**src/sv/irram_pkg.sv**
```systemverilog
// types and constants of the i2c rtc register access master
// no dependencies
package irram_pkg;

  localparam logic [6:0] DevAddrReset = 7'd104;
  localparam logic [3:0] BitSlotLast  = 4'd9;
  localparam logic [3:0] BitDataEnd   = 4'd8;
  localparam logic [6:0] BcdClamp     = 7'd99;

  // input word, fields in listed order from the msb down
  typedef struct packed {
    logic       kind;
    logic       is_read;
    logic [7:0] reg_addr;
    logic [7:0] write_value;
    logic       sda_in;
  } in_item_t;

  typedef struct packed {
    logic       scl;
    logic       sda_pull_low;
    logic       busy_res;
    logic       done_res;
    logic [7:0] read_value;
    logic       ack_missing;
  } out_item_t;

  // classified word handed from front to back
  typedef struct packed {
    logic       is_req;
    logic       is_read;
    logic [7:0] reg_addr;
    logic [7:0] bcd_value;
    logic       sda;
  } cmd_t;

  typedef enum logic [9:0] {
    StIdle    = 10'b00_0000_0001,
    StStartA  = 10'b00_0000_0010,
    StAddrW   = 10'b00_0000_0100,
    StReg     = 10'b00_0000_1000,
    StData    = 10'b00_0001_0000,
    StStopMid = 10'b00_0010_0000,
    StStartB  = 10'b00_0100_0000,
    StAddrR   = 10'b00_1000_0000,
    StRead    = 10'b01_0000_0000,
    StStopEnd = 10'b10_0000_0000
  } step_e;

endpackage

```
**src/sv/irram_fifo.sv**
```systemverilog
// small register queue used between front, back and the result ports
// depends on nothing; Depth must be at least two
module irram_fifo #(
  parameter int unsigned Width = 8,
  parameter int unsigned Depth = 2
) (
  input  logic             clk_i,
  input  logic             rst_ni,
  input  logic             push_i,
  input  logic [Width-1:0] wdata_i,
  output logic             full_o,
  input  logic             pop_i,
  output logic [Width-1:0] rdata_o,
  output logic             empty_o
);

  localparam int unsigned PtrW = $clog2(Depth);
  localparam int unsigned CntW = $clog2(Depth + 1);

  logic [Width-1:0] mem_q [Depth];
  logic [PtrW-1:0]  wr_ptr_q, wr_ptr_d, rd_ptr_q, rd_ptr_d;
  logic [CntW-1:0]  cnt_q, cnt_d;
  logic             do_push, do_pop;

  assign full_o  = (cnt_q == CntW'(Depth));
  assign empty_o = (cnt_q == '0);
  assign do_push = push_i && !full_o;
  assign do_pop  = pop_i && !empty_o;
  assign rdata_o = mem_q[rd_ptr_q];

  always_comb begin
    wr_ptr_d = wr_ptr_q;
    rd_ptr_d = rd_ptr_q;
    cnt_d    = cnt_q;
    if (do_push) begin
      wr_ptr_d = (wr_ptr_q == PtrW'(Depth - 1)) ? '0 : wr_ptr_q + PtrW'(1);
    end
    if (do_pop) begin
      rd_ptr_d = (rd_ptr_q == PtrW'(Depth - 1)) ? '0 : rd_ptr_q + PtrW'(1);
    end
    if (do_push && !do_pop) begin
      cnt_d = cnt_q + CntW'(1);
    end else if (do_pop && !do_push) begin
      cnt_d = cnt_q - CntW'(1);
    end
  end

  always_ff @(posedge clk_i or negedge rst_ni) begin
    if (!rst_ni) begin
      wr_ptr_q <= '0;
      rd_ptr_q <= '0;
      cnt_q    <= '0;
    end else begin
      wr_ptr_q <= wr_ptr_d;
      rd_ptr_q <= rd_ptr_d;
      cnt_q    <= cnt_d;
    end
  end

  always_ff @(posedge clk_i) begin
    if (do_push) begin
      mem_q[wr_ptr_q] <= wdata_i;
    end
  end

endmodule

```
**src/sv/irram_front.sv**
```systemverilog
// front end: classifies an input word and converts the write value to bcd
// depends on irram_pkg
module irram_front (
  input  irram_pkg::in_item_t item_i,
  output irram_pkg::cmd_t     cmd_o
);
  import irram_pkg::*;

  logic [6:0]  clamped;
  logic [14:0] prod;
  logic [3:0]  tens;
  logic [6:0]  tens_x10;
  logic [3:0]  ones;

  // values above 99 clamp, then divide by ten through 205/2048
  assign clamped  = (item_i.write_value > 8'(BcdClamp)) ? BcdClamp : item_i.write_value[6:0];
  assign prod     = 15'(clamped) * 15'd205;
  assign tens     = prod[14:11];
  assign tens_x10 = {tens, 3'b000} + {2'b00, tens, 1'b0};
  assign ones     = 4'(clamped - tens_x10);

  assign cmd_o.is_req    = item_i.kind;
  assign cmd_o.is_read   = item_i.is_read;
  assign cmd_o.reg_addr  = item_i.reg_addr;
  assign cmd_o.bcd_value = {tens, ones};
  assign cmd_o.sda       = item_i.sda_in;

endmodule

```
**src/sv/irram_back.sv**
```systemverilog
// back end: bus sequencer, one half-bit phase per word taken from the queue
// depends on irram_pkg
module irram_back (
  input  logic                 clk_i,
  input  logic                 rst_ni,
  input  logic [6:0]           dev_addr_i,
  input  logic                 cmd_valid_i,
  input  irram_pkg::cmd_t      cmd_i,
  output logic                 cmd_pop_o,
  input  logic                 res_full_i,
  output logic                 res_push_o,
  output irram_pkg::out_item_t res_o
);
  import irram_pkg::*;

  step_e      step_q, step_d, next_step;
  logic [3:0] bit_q, bit_d, k;
  logic       half_q, half_d;
  logic [7:0] shift_q, shift_d;
  logic [7:0] held_reg_q, held_reg_d;
  logic [7:0] held_val_q, held_val_d;
  logic       read_mode_q, read_mode_d;
  logic       nack_q, nack_d;
  logic [7:0] last_read_q, last_read_d;
  logic       scl_q, scl_d, low_q, low_d;
  logic       do_enter, done, rd, advance;

  function automatic logic [7:0] decode_reg(logic [7:0] rg, logic [7:0] b);
    logic [3:0] mask;
    logic [3:0] hi;
    logic       raw;
    mask = 4'hf;
    raw  = 1'b0;
    unique case (rg)
      8'd0, 8'd1: mask = 4'h7;
      8'd2, 8'd4: mask = 4'h3;
      8'd5:       mask = 4'h1;
      8'd6:       mask = 4'hf;
      default:    raw  = 1'b1;
    endcase
    hi = b[7:4] & mask;
    return raw ? b : ({1'b0, hi, 3'b000} + {3'b000, hi, 1'b0} + {4'h0, b[3:0]});
  endfunction

  assign advance    = cmd_valid_i && !res_full_i;
  assign cmd_pop_o  = advance;
  assign res_push_o = advance;
  assign rd         = (step_q == StRead);
  assign k          = (bit_q > BitSlotLast) ? BitSlotLast : bit_q;

  always_comb begin
    step_d      = step_q;
    bit_d       = bit_q;
    half_d      = half_q;
    shift_d     = shift_q;
    held_reg_d  = held_reg_q;
    held_val_d  = held_val_q;
    read_mode_d = read_mode_q;
    nack_d      = nack_q;
    last_read_d = last_read_q;
    scl_d       = scl_q;
    low_d       = low_q;
    do_enter    = 1'b0;
    next_step   = StIdle;
    done        = 1'b0;
    if (cmd_i.is_req) begin
      // requests while busy are dropped
      if (step_q == StIdle) begin
        held_reg_d  = cmd_i.reg_addr;
        held_val_d  = cmd_i.bcd_value;
        read_mode_d = cmd_i.is_read;
        nack_d      = 1'b0;
        do_enter    = 1'b1;
        next_step   = StStartA;
      end
    end else begin
      unique case (step_q)
        StIdle: begin
        end
        StStartA, StStartB: begin
          scl_d = 1'b1;
          if (bit_q == 4'd0) begin
            low_d = 1'b0;
            bit_d = 4'd1;
          end else begin
            low_d     = 1'b1;
            do_enter  = 1'b1;
            next_step = (step_q == StStartA) ? StAddrW : StAddrR;
          end
        end
        StAddrW, StReg, StData, StAddrR, StRead: begin
          if (k == BitSlotLast) begin
            // ack slot done: sample ack or store the decoded byte
            if (rd) begin
              last_read_d = decode_reg(held_reg_q, shift_q);
            end else if (cmd_i.sda) begin
              nack_d = 1'b1;
            end
            scl_d    = 1'b0;
            low_d    = 1'b0;
            do_enter = 1'b1;
            unique case (step_q)
              StAddrW: next_step = StReg;
              StReg:   next_step = read_mode_q ? StStopMid : StData;
              StAddrR: next_step = StRead;
              default: next_step = StStopEnd;
            endcase
          end else if (!half_q) begin
            if (rd && k != 4'd0) begin
              shift_d = {shift_q[6:0], cmd_i.sda};
            end
            scl_d = 1'b0;
            if (!rd && k < BitDataEnd) begin
              low_d   = ~shift_q[7];
              shift_d = {shift_q[6:0], 1'b0};
            end else begin
              low_d = 1'b0;
            end
            half_d = 1'b1;
          end else begin
            scl_d  = 1'b1;
            half_d = 1'b0;
            bit_d  = k + 4'd1;
          end
        end
        StStopMid, StStopEnd: begin
          if (bit_q == 4'd0) begin
            scl_d = 1'b0;
            low_d = 1'b1;
            bit_d = 4'd1;
          end else if (bit_q == 4'd1) begin
            scl_d = 1'b1;
            low_d = 1'b1;
            bit_d = 4'd2;
          end else begin
            scl_d     = 1'b1;
            low_d     = 1'b0;
            do_enter  = 1'b1;
            next_step = (step_q == StStopMid) ? StStartB : StIdle;
            done      = (step_q == StStopEnd);
          end
        end
        default: begin
          do_enter  = 1'b1;
          next_step = StIdle;
          scl_d     = 1'b1;
          low_d     = 1'b0;
        end
      endcase
    end
    if (do_enter) begin
      step_d = next_step;
      bit_d  = 4'd0;
      half_d = 1'b0;
      unique case (next_step)
        StAddrW: shift_d = {dev_addr_i, 1'b0};
        StAddrR: shift_d = {dev_addr_i, 1'b1};
        StReg:   shift_d = held_reg_q;
        StData:  shift_d = held_val_q;
        StRead:  shift_d = 8'h00;
        default: begin
        end
      endcase
    end
  end

  assign res_o.scl          = scl_d;
  assign res_o.sda_pull_low = low_d;
  assign res_o.busy_res     = (step_d != StIdle);
  assign res_o.done_res     = done;
  assign res_o.read_value   = last_read_d;
  assign res_o.ack_missing  = nack_d;

  always_ff @(posedge clk_i or negedge rst_ni) begin
    if (!rst_ni) begin
      step_q      <= StIdle;
      bit_q       <= '0;
      half_q      <= 1'b0;
      shift_q     <= '0;
      held_reg_q  <= '0;
      held_val_q  <= '0;
      read_mode_q <= 1'b0;
      nack_q      <= 1'b0;
      last_read_q <= '0;
      scl_q       <= 1'b1;
      low_q       <= 1'b0;
    end else if (advance) begin
      step_q      <= step_d;
      bit_q       <= bit_d;
      half_q      <= half_d;
      shift_q     <= shift_d;
      held_reg_q  <= held_reg_d;
      held_val_q  <= held_val_d;
      read_mode_q <= read_mode_d;
      nack_q      <= nack_d;
      last_read_q <= last_read_d;
      scl_q       <= scl_d;
      low_q       <= low_d;
    end
  end

endmodule

```
**src/sv/i2c_rtc_register_access_master_top.sv**
```systemverilog
// i2c rtc register access master: one result word per accepted input word
// a result is poppable once its word has passed the command queue, the sequencer and the result queue
// throughput: one word per cycle while the result queue is not full; the sequencer takes one step per word
// the command and result queues decouple front, sequencer and consumer
// reset: sequencer idle, lines released, both queues empty, address 104
// depends on irram_pkg, irram_fifo, irram_front, irram_back
module i2c_rtc_register_access_master_top #(
  parameter int unsigned CmdDepth = 2,
  parameter int unsigned ResDepth = 2
) (
  input  logic                 clk_i,
  input  logic                 rst_ni,
  input  logic                 push,
  output logic                 full,
  input  irram_pkg::in_item_t  in_item_i,
  output logic                 empty,
  input  logic                 pop,
  output irram_pkg::out_item_t out_item_o,
  input  logic                 cfg_valid_i,
  output logic                 cfg_ready_o,
  input  logic [6:0]           cfg_data_i
);
  import irram_pkg::*;

  logic [6:0] dev_addr_q;
  cmd_t       front_cmd, queued_cmd;
  logic       cmd_empty, cmd_pop;
  out_item_t  back_res;
  logic       res_push, res_full;

  assign cfg_ready_o = 1'b1;

  always_ff @(posedge clk_i or negedge rst_ni) begin
    if (!rst_ni) begin
      dev_addr_q <= DevAddrReset;
    end else if (cfg_valid_i && cfg_ready_o) begin
      dev_addr_q <= cfg_data_i;
    end
  end

  irram_front u_front (
    .item_i (in_item_i),
    .cmd_o  (front_cmd)
  );

  irram_fifo #(
    .Width ($bits(cmd_t)),
    .Depth (CmdDepth)
  ) u_cmd_fifo (
    .clk_i   (clk_i),
    .rst_ni  (rst_ni),
    .push_i  (push),
    .wdata_i (front_cmd),
    .full_o  (full),
    .pop_i   (cmd_pop),
    .rdata_o (queued_cmd),
    .empty_o (cmd_empty)
  );

  irram_back u_back (
    .clk_i       (clk_i),
    .rst_ni      (rst_ni),
    .dev_addr_i  (dev_addr_q),
    .cmd_valid_i (!cmd_empty),
    .cmd_i       (queued_cmd),
    .cmd_pop_o   (cmd_pop),
    .res_full_i  (res_full),
    .res_push_o  (res_push),
    .res_o       (back_res)
  );

  irram_fifo #(
    .Width ($bits(out_item_t)),
    .Depth (ResDepth)
  ) u_res_fifo (
    .clk_i   (clk_i),
    .rst_ni  (rst_ni),
    .push_i  (res_push),
    .wdata_i (back_res),
    .full_o  (res_full),
    .pop_i   (pop),
    .rdata_o (out_item_o),
    .empty_o (empty)
  );

endmodule

```
**config.mk**
```make
export PLATFORM = sky130hd
export DESIGN_NAME = i2c_rtc_register_access_master_top
export DESIGN_NICKNAME = d
export VERILOG_FILES = /design/src/sv/irram_pkg.sv /design/src/sv/irram_fifo.sv /design/src/sv/irram_front.sv /design/src/sv/irram_back.sv /design/src/sv/i2c_rtc_register_access_master_top.sv
export SDC_FILE = /design/constraint.sdc
export NUM_CORES = 1
export LEC_CHECK = 0
export ABC_AREA = 1
export BUFFER_PORTS_ARGS = -buffer_cell sky130_fd_sc_hd__buf_2
export CAP_MARGIN = 25
export CELL_PAD_IN_SITES_DETAIL_PLACEMENT = 2
export CELL_PAD_IN_SITES_GLOBAL_PLACEMENT = 2
export CORE_AREA = 3 3 153 155
export CTS_BUF_LIST = sky130_fd_sc_hd__clkbuf_4
export DETAILED_ROUTE_END_ITERATION = 10
export DIE_AREA = 0 0 156 158
export GPL_TIMING_DRIVEN = 0
export MAX_ROUTING_LAYER = met4
export PLACE_DENSITY_LB_ADDON = 0.1
export REMOVE_ABC_BUFFERS = 1
export SLEW_MARGIN = 20
export SYNTH_ARGS = -nofsm -noshare
export SYNTH_HDL_FRONTEND = slang
export SYNTH_SLANG_ARGS = --single-unit
```
**constraint.sdc**
```tcl
create_clock -name clk_i -period 2.8 [get_ports clk_i]
set_clock_uncertainty 0.15 [all_clocks]
set_input_delay 0.14 -clock clk_i [delete_from_list [all_inputs] [get_ports clk_i]]
set_output_delay 0.14 -clock clk_i [all_outputs]
set_load 0.02 [all_outputs]
```
## Word-level counts from Yosys, hierarchy flattened

Memories as Yosys holds them, arrays and structs flattened.
Index checks and enable logic that the tools add are counted.

- Output and inout bits: 16
- Bits in writable memories: 64
- Bits of input ports: 31
- Register bits after elaboration: 66
- Memories kept: 2
- Word-level logic and storage cells: 198

Memory list:

| name | words | bits a word | read ports | clocked after Yosys merged registers in | write ports | line | RTL |
|---|---|---|---|---|---|---|---|
| u_cmd_fifo.mem_q | 2 | 19 | 1 | 0 | 1 | irram_fifo.sv:20 | `logic [Width-1:0] mem_q [Depth];` |
| u_res_fifo.mem_q | 2 | 13 | 1 | 0 | 1 | irram_fifo.sv:20 |  |

- Order comparisons: 3
- Equality and inequality tests: 31
- Muxes and demuxes: 90
- Bitwise logic cells: 2
- Add/sub/neg operators: 13
- Reductions and logical operators: 38
- Multiply operators: 1

Operators with widths:

| cell | count |
|---|---|
| $mux 8 | 13 |
| $mux 10 | 6 |
| $pmux 10 s3 | 2 |
| $mux 4 | 12 |
| $mux 1 | 43 |
| $pmux 8 s5 | 1 |
| $eq 8x3->1 const B | 3 |
| $pmux 4 s3 | 2 |
| $eq 10x3->1 const B | 2 |
| $eq 10x4->1 const B | 2 |
| $eq 10x5->1 const B | 2 |
| $eq 10x8->1 const B | 2 |
| $eq 10x9->1 const B | 2 |
| $mul 7x8->15 const B | 1 |
| $mux 7 | 2 |
| $logic_and 1x1->1 | 11 |
| $eq 10x1->1 const B | 1 |
| $eq 10x10->1 const B | 1 |
| $eq 10x2->1 const B | 1 |
| $eq 10x6->1 const B | 1 |
| $eq 10x7->1 const B | 1 |
| $mux 2 | 5 |
| $ne 10x1->1 const B | 1 |
| $logic_not 1->1 | 9 |
| 36 further kinds | 52 |

## Depth between registers and ports, before layout

Gate-level depths: netlist of run 1.

- Word-level depth: 15
- Depth in mapped cells: 34

## Hierarchy

Synthesis of run 1 repeated with hierarchy kept, for this count alone.

- Cell total of the unflattened synthesis: 971
- Area, all modules: 8,277.9 sq um

Modules (own cells, without submodules):

| module | area each (sq um) | cells an instance | seq. area each (sq um) | instances |
|---|---|---|---|---|
| irram_back | 3,928.8 | 530 | 1,278.7 | 1 |
| irram_fifo at u_cmd_fifo | 1,609.0 | 131 | 1,241.2 | 1 |
| irram_front | 1,273.7 | 178 | 0.0 | 1 |
| irram_fifo at u_res_fifo | 1,178.6 | 99 | 880.8 | 1 |
| i2c_rtc_register_access_master_top | 287.8 | 33 | 178.9 | 1 |

## Worst setup path before layout of run 1

Ideal clock, no wire load.

- Path type: input to register
- Start point: input port in_item_i[4] (netlist name)
- End point: memory u_cmd_fifo.mem_q[0][4] (netlist name), data pin
- Path buffers: 0
- Path slack: -1,746 ps
- Setup time: 257 ps
- Cell stages on the path: 32
- Arrival time: 4,139 ps
- Cell sequence: nor2_1 > inv_1 > o21bai_1 > nand2_1 > or2_2 > ha_1 > ha_1 > fa_1 > inv_1 > fa_1 > inv_1 > ha_1 > nand2_1 > inv_1 > nand2_1 > nand2_1 > nand2_1 > nand2_1 > nand3_1 > nand2_1 > nand3_1 > nand2_1 > xor2_1 > ha_1 > xnor2_1 > inv_1 > nand2_1 > nand2_1 > nand2_1 > nand2_1 > nand2_1 > nand2_1

RTL lines:

| item | line | RTL |
|---|---|---|
| start: declaration | i2c_rtc_register_access_master_top.sv:15 | `input irram_pkg::in_item_t in_item_i,` |
| end: declaration | irram_fifo.sv:20 |  |

==> implementation parameters, run 1 <==
Parameter                              Value

Run status
  Status ... complete, but fails checks
  Failing checks ... setup timing

Floorplanning
  Initial cell density of the core ... 35.17%
  Top-Level Pins ... 47
  Die Wd ... 156 um
  Number of placement rows ... 54
  Core area ... 21960 um2
  Vertical die dimension ... 158 um
  Die Outline Area ... 24650 um2

Worst setup path
  Slowest cell delay on critical path ... 0.52 ns
  Maximum fanout count along the critical path ... 7
  Most repeated library cell on the critical path ... sky130_fd_sc_hd__nand2_2
  Kind of start point of the critical path ... primary input
  Setup Crit Path Kind ... in2reg
  Signal arrival time at the worst endpoint ... 4.67 ns
  Data required time of the critical path ... 3.03 ns
  Critical path endpoint category ... flop
  Slowest-stage cell, CP ... sky130_fd_sc_hd__fa_1

Finish
  Layout Area Growth over Synthesis ... 38.87%
  Layout cell share with drive strength beyond 1 ... 33.60%
  Final design utilization ... 48.84%
  Number of standard cells in the layout, taps in and fillers out ... 1388
  Commonest non-fill, non-tap cell in the layout ... sky130_fd_sc_hd__nand2_1
  Post-layout net count ... 1180
  Fill cell total of the finished layout ... 2328
  Commonest non-fill, non-tap cells in the layout ... sky130_fd_sc_hd__nand2_1 (228), sky130_fd_sc_hd__inv_1 (94), sky130_fd_sc_hd__buf_4 (73)

Placed design
  Worst slack at placement ... -2.381 ns
  RePlAce Congestion ... 0.8471
  IO Port Bufs ... 45
  Detailed Place HPWL ... 16630 um
  DP Cell Count ... 1226

STA
  Hold Worst Slack ... 0.08609 ns
  Setup-violating endpoint count in the final report ... 29
  Least setup slack across all paths after layout ... -1.637 ns
  Slew headroom ... 50.93%
  Final critical-path share of the clock period ... 158.4%
  Timing-limited maximum frequency ... 225.4 MHz
  Unrepaired setup endpoints after global routing ... true
  Minimum period implied by the final worst setup slack ... 4.437 ns
  Hold Vio Cnt, Final ... 0
  Slew at the pin with the worst max-slew slack ... 0.7283 ns
  Number of pins with negative max-slew slack in the final report ... 0

Global route
  Residual overflow from global routing ... 0
  First-pass GRT wire length ... 45250 um
  Number of antenna violations at the first check in global routing ... 1
  Largest net degree at the start of global routing ... 39
  Vias in the first global route ... 8001
  Total global routing track utilization ... 24.64%

Synthesis
  Primary FF master, synth ... sky130_fd_sc_hd__edfxtp_1
  Number of enable-type register cells in the synthesized netlist ... 64
  Syn_area_per_cell ... 8.403 um2
  Total number of yosys warnings ... 0
  Number of flip-flops and latches in the synthesized netlist ... 130
  Post-synthesis cell count ... 919
  Area share of the leading cell type in the synthesized netlist ... 24.89%
  Post-synthesis instance area ... 7722 um2
  Top area cells in the synthesized netlist ... sky130_fd_sc_hd__edfxtp_1 (25%), sky130_fd_sc_hd__dfrtp_1 (20%), sky130_fd_sc_hd__nand2_1 (13%), sky130_fd_sc_hd__ha_1 (7.3%), sky130_fd_sc_hd__inv_1 (5.5%)
  Register area share after synthesis ... 46.35%
  Share of flip-flops with an asynchronous set or reset after synthesis ... 50.77%
  Distinct cell type count after synthesis ... 46
  Cell type contributing the most total cell area after synthesis ... sky130_fd_sc_hd__edfxtp_1

Route
  First-pass detailed-route iteration total ... 5
  Vias ... 7280
  Antenna-violating nets left ... 0
  Detailed-route vias per instance ... 5.245
  Post-route DRC violation count ... 0
  Wirelength per Cell ... 23.02 um
  Starting DRT DRC Count ... 421
  Total wire length after detailed routing ... 31950 um

CTS
  CTS H-Tree Depth ... 4
  Clk sinks ... 130
  Root buffer cell ... sky130_fd_sc_hd__clkbuf_4
  Clock latency of the later-clocked register in the worst-skew pair ... 0.61 ns
  Number of buffers added by the clock tree synthesis step ... 17
  Clock transition at the register clock pins on the worst setup and hold paths after CTS ... 0.17 ns
  CTS tree ... done
  CTS max path bufs ... 2

Min path
  Class of the tightest hold or removal check ... in2reg

Power and ir drop
  Worst ir drop on vdd ... 0.4089 mV
  Leak ... 4.824 nW
  Pwr per Cell Area ... 1072 nW/um2

Flow run
  MaxCap Viol Count ... 0
path summary, 6_finish.rpt:
check,start,endpoint,slack [ns],cells after the start
max,in_item_i[4],u_cmd_fifo.mem_q[1][4],-1.64,33
min,in_item_i[15],u_cmd_fifo.mem_q[0][15],0.09,2
max reg2reg,u_back.held_reg_q[3],u_back.last_read_q[6],-0.51,17
min reg2reg,u_back.shift_q[0],u_back.shift_q[0],0.35,2
max in group asynchronous,rst_ni,dev_addr_q[3],1.69,4
min in group asynchronous,rst_ni,dev_addr_q[6],0.50,3
cells by family after synthesis:
group | count (synthesis) | synth area share [%]
fa+ha+maj | 55 | 9.883
flops | 130 | 46.35
compound gates | 123 | 9.721
simple gates | 450 | 25.08
buf+inv | 146 | 7.323
xor+xnor | 14 | 1.588
other cells | 1 | 0.04856
final cells by class:
class	count	area [um2]	area share, %
clock buffers	17	127.6	1.190
diodes	1	2.502	0.02333
inverters	124	486.7	4.539
flip-flops and latches	130	3596	33.53
clock inverters	15	182.7	1.703
well taps	280	350.3	3.267
repair inverters	1	5.005	0.04667
repair buffers	176	1470	13.71
multi-input cells	644	4503	41.99
cells in the mapped netlist (all sizes together), types with 3 or more instances:
master	instances
a21oi	17
dfstp	5
nor3	9
edfxtp	64
dfrtp	61
inv	122
a221oi	6
or2	3
xnor2	6
ha	45
nand4	16
fa	10
nor4	3
nand2	266
nor2	109
xor2	8
o221ai	3
o31ai	19
o21ai	67
buf	9
clkbuf	13
o21bai	3
nand3	42
timing repair:
action                                  in CTS  in global routing
cloned                                       2                  0
pin swaps                                   45                 61
gates resized for setup                    109                126
hold buffers                                40                  0
endpoints found under the setup margin      92                 47
setup buffers                               76                 26
endpoints found under the hold margin      105                  0
stage by stage:
stage,TNS (ns),instance area (um2),total power (W)
after floorplan,-40.37,7622,0.006146
after global placement,-226.32,8198,0.007426
after detailed placement,-103.81,8305,0.007753
after CTS,-17.24,10110,0.01036
after global routing,-23.78,10720,0.01228
final,-20.45,10720,0.01150
sequential cells by signal, summed over array words and instances (netlist names), 7 cells and up:
signal,flops
dev_addr_q,7
u_back.held_reg_q,8
u_back.held_val_q,8
u_back.last_read_q,8
u_back.shift_q,8
u_back.step_q,10
u_cmd_fifo.mem_q,38
u_res_fifo.mem_q,26
worst max-delay path: cells and delay by family:
family / cells / cell delay [ns]
compound gates: 1 / 0.13
xor+xnor: 2 / 0.36
fa+ha+maj: 6 / 1.99
buf+inv: 6 / 0.39
simple gates: 18 / 1.65
report_power, final:
part / total, W / internal (W) / switching (W)
registers: 0.00334 / 0.00280 / 0.000537
logic: 0.00668 / 0.00249 / 0.00419
clock network: 0.00148 / 0.000504 / 0.000974
total: 0.0115 / 0.00579 / 0.00571
layer usage:
metal,global-route usage (%),part of all wire [%],wire length [um],up-vias
met5,-,0,0,-
met4,8.326,2.8,890,0
met3,4.046,3.0,966,65
met2,43.26,53,16830,154
met1,28.75,42,13260,3688
li1,-,-,-,3373
Power figures use the tool's default switching activity.
==> run 2: changes to the inputs <==
CORE_AREA = 3 3 174 159   (was 3 3 153 155)
DIE_AREA = 0 0 177 162   (was 0 0 156 158)
==> run 2 against run 1 <==
The run still ends with setup timing left; global-route usage shrank 5.5 points; wire length shrank 14%; core utilization shrank 6.7 points; fmax increased by 4.0%; largest cell class unchanged; highest routed layer unchanged.
==> implementation parameters, run 2 (synthesized netlist as in run 1, its figures left out) <==
Parameter                              Value

Run status
  Status ... complete, but fails checks
  Failing checks ... setup timing

Worst setup path
  Data required time of the critical path ... 2.99 ns (-0.04 ns)
  Slowest-stage cell, CP ... sky130_fd_sc_hd__fa_1
  Kind of start point of the critical path ... primary input
  Slowest cell delay on critical path ... 0.52 ns (about the same)
  Most repeated library cell on the critical path ... sky130_fd_sc_hd__nand2_2
  Critical path endpoint category ... flop
  Setup Crit Path Kind ... in2reg
  Signal arrival time at the worst endpoint ... 4.45 ns (-0.22 ns)
  Maximum fanout count along the critical path ... 6 (-1)

Global route
  Total global routing track utilization ... 19.16% (-5.5 points)
  First-pass GRT wire length ... 41460 um (-8.4%)
  Residual overflow from global routing ... 0 (unchanged)
  Largest net degree at the start of global routing ... 45 (+15%)
  Vias in the first global route ... 7536 (-5.8%)
  Number of antenna violations at the first check in global routing ... 1 (unchanged)

STA
  Final critical-path share of the clock period ... 152.3% (-6.1 points)
  Slew headroom ... 48.32% (-2.6 points)
  Number of pins with negative max-slew slack in the final report ... 0 (unchanged)
  Timing-limited maximum frequency ... 234.4 MHz (+4.0%)
  Setup-violating endpoint count in the final report ... 26 (-10%)
  Unrepaired setup endpoints after global routing ... true
  Least setup slack across all paths after layout ... -1.465 ns (+0.1711 ns)
  Slew at the pin with the worst max-slew slack ... 0.7743 ns (+0.04604 ns)
  Hold Worst Slack ... 0.05908 ns (-0.02701 ns)
  Final total negative setup slack ... -17.86 ns (+2.598 ns)
  Hold Vio Cnt, Final ... 0 (unchanged)
  Minimum period implied by the final worst setup slack ... 4.265 ns (-0.1711 ns)

CTS
  Clk sinks ... 130 (unchanged)
  CTS H-Tree Depth ... 4 (unchanged)
  Clock latency of the later-clocked register in the worst-skew pair ... 0.59 ns (-0.02 ns)
  CTS tree ... done
  Clock transition at the register clock pins on the worst setup and hold paths after CTS ... 0.12 ns (-0.05 ns)
  Number of buffers added by the clock tree synthesis step ... 17 (unchanged)
  Root buffer cell ... sky130_fd_sc_hd__clkbuf_4
  CTS max path bufs ... 2 (unchanged)

Route
  Antenna-violating nets left ... 0 (unchanged)
  Vias ... 7034 (-3.4%)
  Total met2 wirelength after detailed routing ... 13650 um (-19%)
  Starting DRT DRC Count ... 324 (-23%)
  Detailed-route vias per instance ... 4.785 (-8.8%)
  Detailed-routing wirelength on met1 ... 12830 um (-3.2%)
  Total wire length after detailed routing ... 27380 um (-14%)
  First-pass detailed-route iteration total ... 5 (unchanged)
  Wirelength per Cell ... 18.63 um (-19%)
  Highest signal layer in the routed design ... met4
  Met3 wire len ... 562 um (-42%)
  Post-route DRC violation count ... 0 (unchanged)

Floorplanning
  Initial cell density of the core ... 29.71% (-5.5 points)
  Core area ... 25990 um2 (+18%)
  Die Outline Area ... 28670 um2 (+16%)
  Top-Level Pins ... 47 (unchanged)
  Die Wd ... 177 um (+13%)
  Vertical die dimension ... 162 um (+2.5%)
  Number of placement rows ... 56 (+3.7%)

Finish
  Commonest non-fill, non-tap cell in the layout ... sky130_fd_sc_hd__nand2_1
  Number of flip-flops under the largest register name ... 38 (unchanged)
  Post-layout net count ... 1194 (+1.2%)
  Layout Area Growth over Synthesis ... 41.83%
  Layout cell share with drive strength beyond 1 ... 35.06% (+1.5 points)
  Top Registers ... u_cmd_fifo.mem_q x38, u_res_fifo.mem_q x26, u_back.step_q x10
  Biggest register ... u_cmd_fifo.mem_q
  Commonest non-fill, non-tap cells in the layout ... sky130_fd_sc_hd__nand2_1 (225), sky130_fd_sc_hd__inv_1 (92), sky130_fd_sc_hd__buf_4 (90)

Power and ir drop
  Pwr per Cell Area ... 1033 nW/um2 (-3.7%)
  Worst ir drop on vdd ... 0.3262 mV (-20%)
  Leak ... 4.929 nW (+2.2%)

Flow run
  MaxCap Viol Count ... 0 (unchanged)

Placed design
  RePlAce Congestion ... 0.7785 (-8.1%)
  IO Port Bufs ... 45 (unchanged)
  Detailed Place HPWL ... 16940 um (+1.9%)

Min path
  Class of the tightest hold or removal check ... in2reg
[run 2: cell types whose count changed in the layout (fill, tap and decap cells not counted), moves of 4 or more]
| cell | delta |
|---|---|
| sky130_fd_sc_hd__inv_8 | -6 |
| sky130_fd_sc_hd__buf_4 | +17 |
| sky130_fd_sc_hd__nor2_2 | -5 |
| sky130_fd_sc_hd__clkinvlp_4 | +4 |
| sky130_fd_sc_hd__nand2_4 | +6 |
[run 2: layer usage]
metal,vias up,global-route usage [%]
li1,3405,-
met1,3539,25.20
met2,66,31.56
met3,24,2.641
met4,0,4.427
met5,-,-
[run 2: final cells by class]
class,instances,area [um2]
Timing Repair inverter,1,5.005
Antenna cell,1,2.502
Clock buffer,19,142.6
Tap cell,348,435.4
Sequential cell,130,3596
Clock inverter,13,185.2
Fill cell,2863,15040
Inverter,124,485.5
Timing Repair Buffer,190,1545
Multi-Input combinational cell,644,4556
[run 2: where the power goes]
group	switching [W]	internal [W]	leakage [nW]
logic	0.00400	0.00253	3.34
registers	0.000469	0.00281	1.43
clock network	0.000776	0.000727	0.163
[run 2: through the flow]
stage | util [%] | area [um2] | instances | total power [W] | setup WS (ns)
2_1_floorplan | - | 7622 | 897 | 0.006146 | -1.746
3_3_place_gp | 31.86 | 8283 | 1290 | 0.007548 | -3.682
3_5_place_dp | 32.23 | 8378 | 1292 | 0.007792 | -2.447
4_1_cts | 39.33 | 10220 | 1440 | 0.01043 | -1.325
5_1_grt | 42.14 | 10950 | 1470 | 0.01226 | -1.668
6_report | 42.14 | 10950 | 1470 | 0.01131 | -1.465
[run 2: worst max-delay path, delay by kind of cell]
family / cells / cell delay [ns]
buffers and inverters: 7 / 0.50
adder cells (fa/ha/maj): 6 / 1.93
XOR/XNOR: 2 / 0.34
AO/OA/AOI/OAI: 1 / 0.14
AND/OR/NAND/NOR: 16 / 1.39
[run 2: repair_timing]
action                     in CTS  in global routing
hold endpoints to repair       99                  0
pin swaps                      52                 72
gates resized for setup       123                127
cloned                          2                  0
setup buffers                  84                 35
setup endpoints to repair      91                 66
hold buffers                   37                  0
[run 2: worst paths after layout]
path,from,endpoint,slack (ns),depth (start not counted)
max,in_item_i[4],u_cmd_fifo.mem_q[1][4],-1.47,32
min,in_item_i[2],u_cmd_fifo.mem_q[1][4],0.06,6
max reg2reg,u_back.held_reg_q[6],u_res_fifo.mem_q[0][7],-0.34,13
min reg2reg,u_back.shift_q[0],u_back.shift_q[0],0.34,2
max in group asynchronous,rst_ni,u_back.held_reg_q[6],1.40,4
min in group asynchronous,rst_ni,dev_addr_q[5],0.53,3
==> run 3: changes to the inputs <==
CORE_AREA = 3 3 148 186   (was 3 3 174 159)
DIE_AREA = 0 0 151 189   (was 0 0 177 162)
SETUP_SLACK_MARGIN = 0.3   (was unset)
==> run 3 against run 2 <==
Design area up 2.7%; largest cell class unchanged; first-iteration DRC count down 24%; the run still ends with setup timing left; wire length down 1.2%.
==> implementation parameters, run 3 (synthesized netlist as in run 1, its figures left out) <==
Parameter                              Value

Run status
  Status ... complete, but fails checks
  Failing checks ... setup timing

Finish
  Layout Area Growth over Synthesis ... 45.59%
  Commonest non-fill, non-tap cell in the layout ... sky130_fd_sc_hd__nand2_1
  Final non-filler cell area ... 11240 um2 (+2.7%)
  Layout cell share with drive strength beyond 1 ... 39.08% (+4.0 points)
  Top Registers ... u_cmd_fifo.mem_q x38, u_res_fifo.mem_q x26, u_back.step_q x10
  Commonest non-fill, non-tap cells in the layout ... sky130_fd_sc_hd__nand2_1 (200), sky130_fd_sc_hd__buf_4 (108), sky130_fd_sc_hd__inv_1 (96)
  Biggest register ... u_cmd_fifo.mem_q
  Number of flip-flops under the largest register name ... 38 (unchanged)
  Post-layout net count ... 1227 (+2.8%)
  Fill cell total of the finished layout ... 2841 (-0.77%)
  Number of standard cells in the layout, taps in and fillers out ... 1497 (+1.8%)

Worst setup path
  Setup Crit Path Kind ... in2reg
  Slowest cell delay on critical path ... 0.49 ns (-0.03 ns)
  Signal arrival time at the worst endpoint ... 4.37 ns (-0.08 ns)
  Critical path endpoint category ... flop
  Slowest-stage cell, CP ... sky130_fd_sc_hd__fa_1
  Maximum fanout count along the critical path ... 6 (unchanged)
  Kind of start point of the critical path ... primary input
  Most repeated library cell on the critical path ... sky130_fd_sc_hd__nand2_1
  Minimum setup slack among reg-to-reg paths ... -0.27 ns (+0.07 ns)
  Data required time of the critical path ... 3.01 ns (+0.02 ns)

Global route
  First-pass GRT wire length ... 42590 um (+2.7%)
  Number of antenna violations at the first check in global routing ... 1 (unchanged)
  Largest net degree at the start of global routing ... 50 (+11%)
  Vias in the first global route ... 7996 (+6.1%)
  Residual overflow from global routing ... 0 (unchanged)
  Total global routing track utilization ... 19.71% (+0.55 points)

Floorplanning
  Vertical die dimension ... 189 um (+17%)
  Number of placement rows ... 66 (+18%)
  Core area ... 25930 um2 (-0.25%)
  Die Outline Area ... 28540 um2 (-0.47%)
  Initial cell density of the core ... 29.78% (+0.075 points)
  Die Wd ... 151 um (-15%)
  Top-Level Pins ... 47 (unchanged)

STA
  Least setup slack across all paths after layout ... -1.365 ns (+0.1006 ns)
  Slew at the pin with the worst max-slew slack ... 0.8616 ns (+0.08724 ns)
  Final critical-path share of the clock period ... 148.7% (-3.6 points)
  Minimum period implied by the final worst setup slack ... 4.165 ns (-0.1006 ns)
  Unrepaired setup endpoints after global routing ... true
  Slew headroom ... 42.37% (-5.9 points)
  Hold Vio Cnt, Final ... 0 (unchanged)
  Hold Worst Slack ... 0.05404 ns (-0.005043 ns)
  Timing-limited maximum frequency ... 240.1 MHz (+2.4%)
  Setup-violating endpoint count in the final report ... 26 (unchanged)
  Number of pins with negative max-slew slack in the final report ... 0 (unchanged)
  Final total negative setup slack ... -17.09 ns (+0.7684 ns)

CTS
  Root buffer cell ... sky130_fd_sc_hd__clkbuf_4
  Number of buffers added by the clock tree synthesis step ... 17 (unchanged)
  Clk sinks ... 130 (unchanged)
  CTS tree ... done
  CTS max path bufs ... 2 (unchanged)
  CTS H-Tree Depth ... 4 (unchanged)
  Clock transition at the register clock pins on the worst setup and hold paths after CTS ... 0.14 ns (+0.02 ns)
  Clock latency of the later-clocked register in the worst-skew pair ... 0.59 ns (about the same)

Route
  Starting DRT DRC Count ... 247 (-24%)
  Detailed-route vias per instance ... 4.780 (-0.10%)
  Antenna-violating nets left ... 0 (unchanged)
  Vias ... 7156 (+1.7%)
  Wirelength per Cell ... 18.08 um (-2.9%)
  Total wire length after detailed routing ... 27060 um (-1.2%)
  First-pass detailed-route iteration total ... 4 (-1)
  Post-route DRC violation count ... 0 (unchanged)

Placed design
  DP Cell Count ... 1286 (-0.46%)
  IO Port Bufs ... 45 (unchanged)
  Total placed instance area ... 8381 um2 (about the same)
  Detailed Place HPWL ... 16850 um (-0.55%)
  RePlAce Congestion ... 0.7921 (+1.7%)

Power and ir drop
  Leak ... 5.157 nW (+4.6%)
  Pwr per Cell Area ... 1036 nW/um2 (+0.29%)
  Post-layout total power ... 0.01165 W (+2.9%)
  Worst ir drop on vdd ... 0.3706 mV (+14%)

Min path
  Class of the tightest hold or removal check ... in2reg

Flow run
  MaxCap Viol Count ... 0 (unchanged)
[run 3: cell types whose count changed in the layout (fill, tap and decap cells not counted), moves of 4 or more]
cell,before,now
sky130_fd_sc_hd__ha_1,21,30
sky130_fd_sc_hd__buf_6,15,27
sky130_fd_sc_hd__nor2_2,12,17
sky130_fd_sc_hd__nand3_2,10,14
sky130_fd_sc_hd__buf_4,90,108
sky130_fd_sc_hd__o21ai_2,10,17
sky130_fd_sc_hd__nand2_1,225,200
sky130_fd_sc_hd__a21oi_2,2,6
sky130_fd_sc_hd__ha_4,22,12
sky130_fd_sc_hd__nand2_4,17,22
sky130_fd_sc_hd__inv_6,1,7
sky130_fd_sc_hd__nand2_2,24,43
sky130_fd_sc_hd__o21ai_0,39,31
sky130_fd_sc_hd__inv_1,92,96
[run 3: worst paths after layout]
kind | start | cells past startpoint | to
max in group asynchronous | rst_ni | 4 | u_back.step_q[5]
setup reg to reg | u_back.held_reg_q[1] | 14 | u_res_fifo.mem_q[1][7]
hold / removal | in_item_i[2] | 6 | u_cmd_fifo.mem_q[0][4]
setup / recovery | in_item_i[5] | 33 | u_cmd_fifo.mem_q[1][4]
min in group asynchronous | rst_ni | 3 | u_back.step_q[0]
hold reg to reg | u_back.shift_q[5] | 2 | u_back.shift_q[5]
[run 3: worst max-delay path, delay by kind of cell]
kind	cells	cell delay, ns
adders and majority gates	6	1.90
xor gates and xnor gates	2	0.29
AOI/OAI and AO/OA	1	0.17
buffers and inverters	6	0.38
and+or+nand+nor	18	1.47
[run 3: layout make-up]
class	count	area (um2)	share of cell area [%]
Timing Repair Buffer	223	1866	16.59
Multi-Input combinational cell	644	4549	40.46
Timing Repair inverter	1	5.005	0.04451
Antenna cell	3	7.507	0.06677
Clock buffer	18	135.1	1.202
Inverter	124	491.7	4.373
Tap cell	340	425.4	3.784
Sequential cell	130	3596	31.98
Clock inverter	14	167.7	1.491
[run 3: what timing repair did]
action	4_1_cts	5_1_grt
pin swaps	69	68
resized for setup	172	127
buffers inserted	106	28
cloned	2	1
setup endpoints to repair	93	80
hold endpoints to repair	102	0
hold buffers	39	0
[run 3: routing by layer]
metal  vias up  part of all wire, %  GRT usage (%)
met5         -                    0              -
met4         0                  2.7          6.420
met3        46                  1.9          2.873
met2        82                   56          36.17
met1      3560                   40          21.63
li1       3468                    -              -
[run 3: power breakdown]
group	internal [W]	total, W	switching, W	leakage [nW]
combinational	0.00281	0.00695	0.00415	3.57
sequential	0.00280	0.00325	0.000448	1.43
clock	0.000568	0.00144	0.000872	0.159
[run 3: per-stage QoR]
stage          util, %  setup WS [ns]
2_1_floorplan        -         -1.746
3_3_place_gp     31.91         -3.946
3_5_place_dp     32.32         -2.426
4_1_cts          40.62         -1.321
5_1_grt          43.36         -1.625
6_report         43.36         -1.365
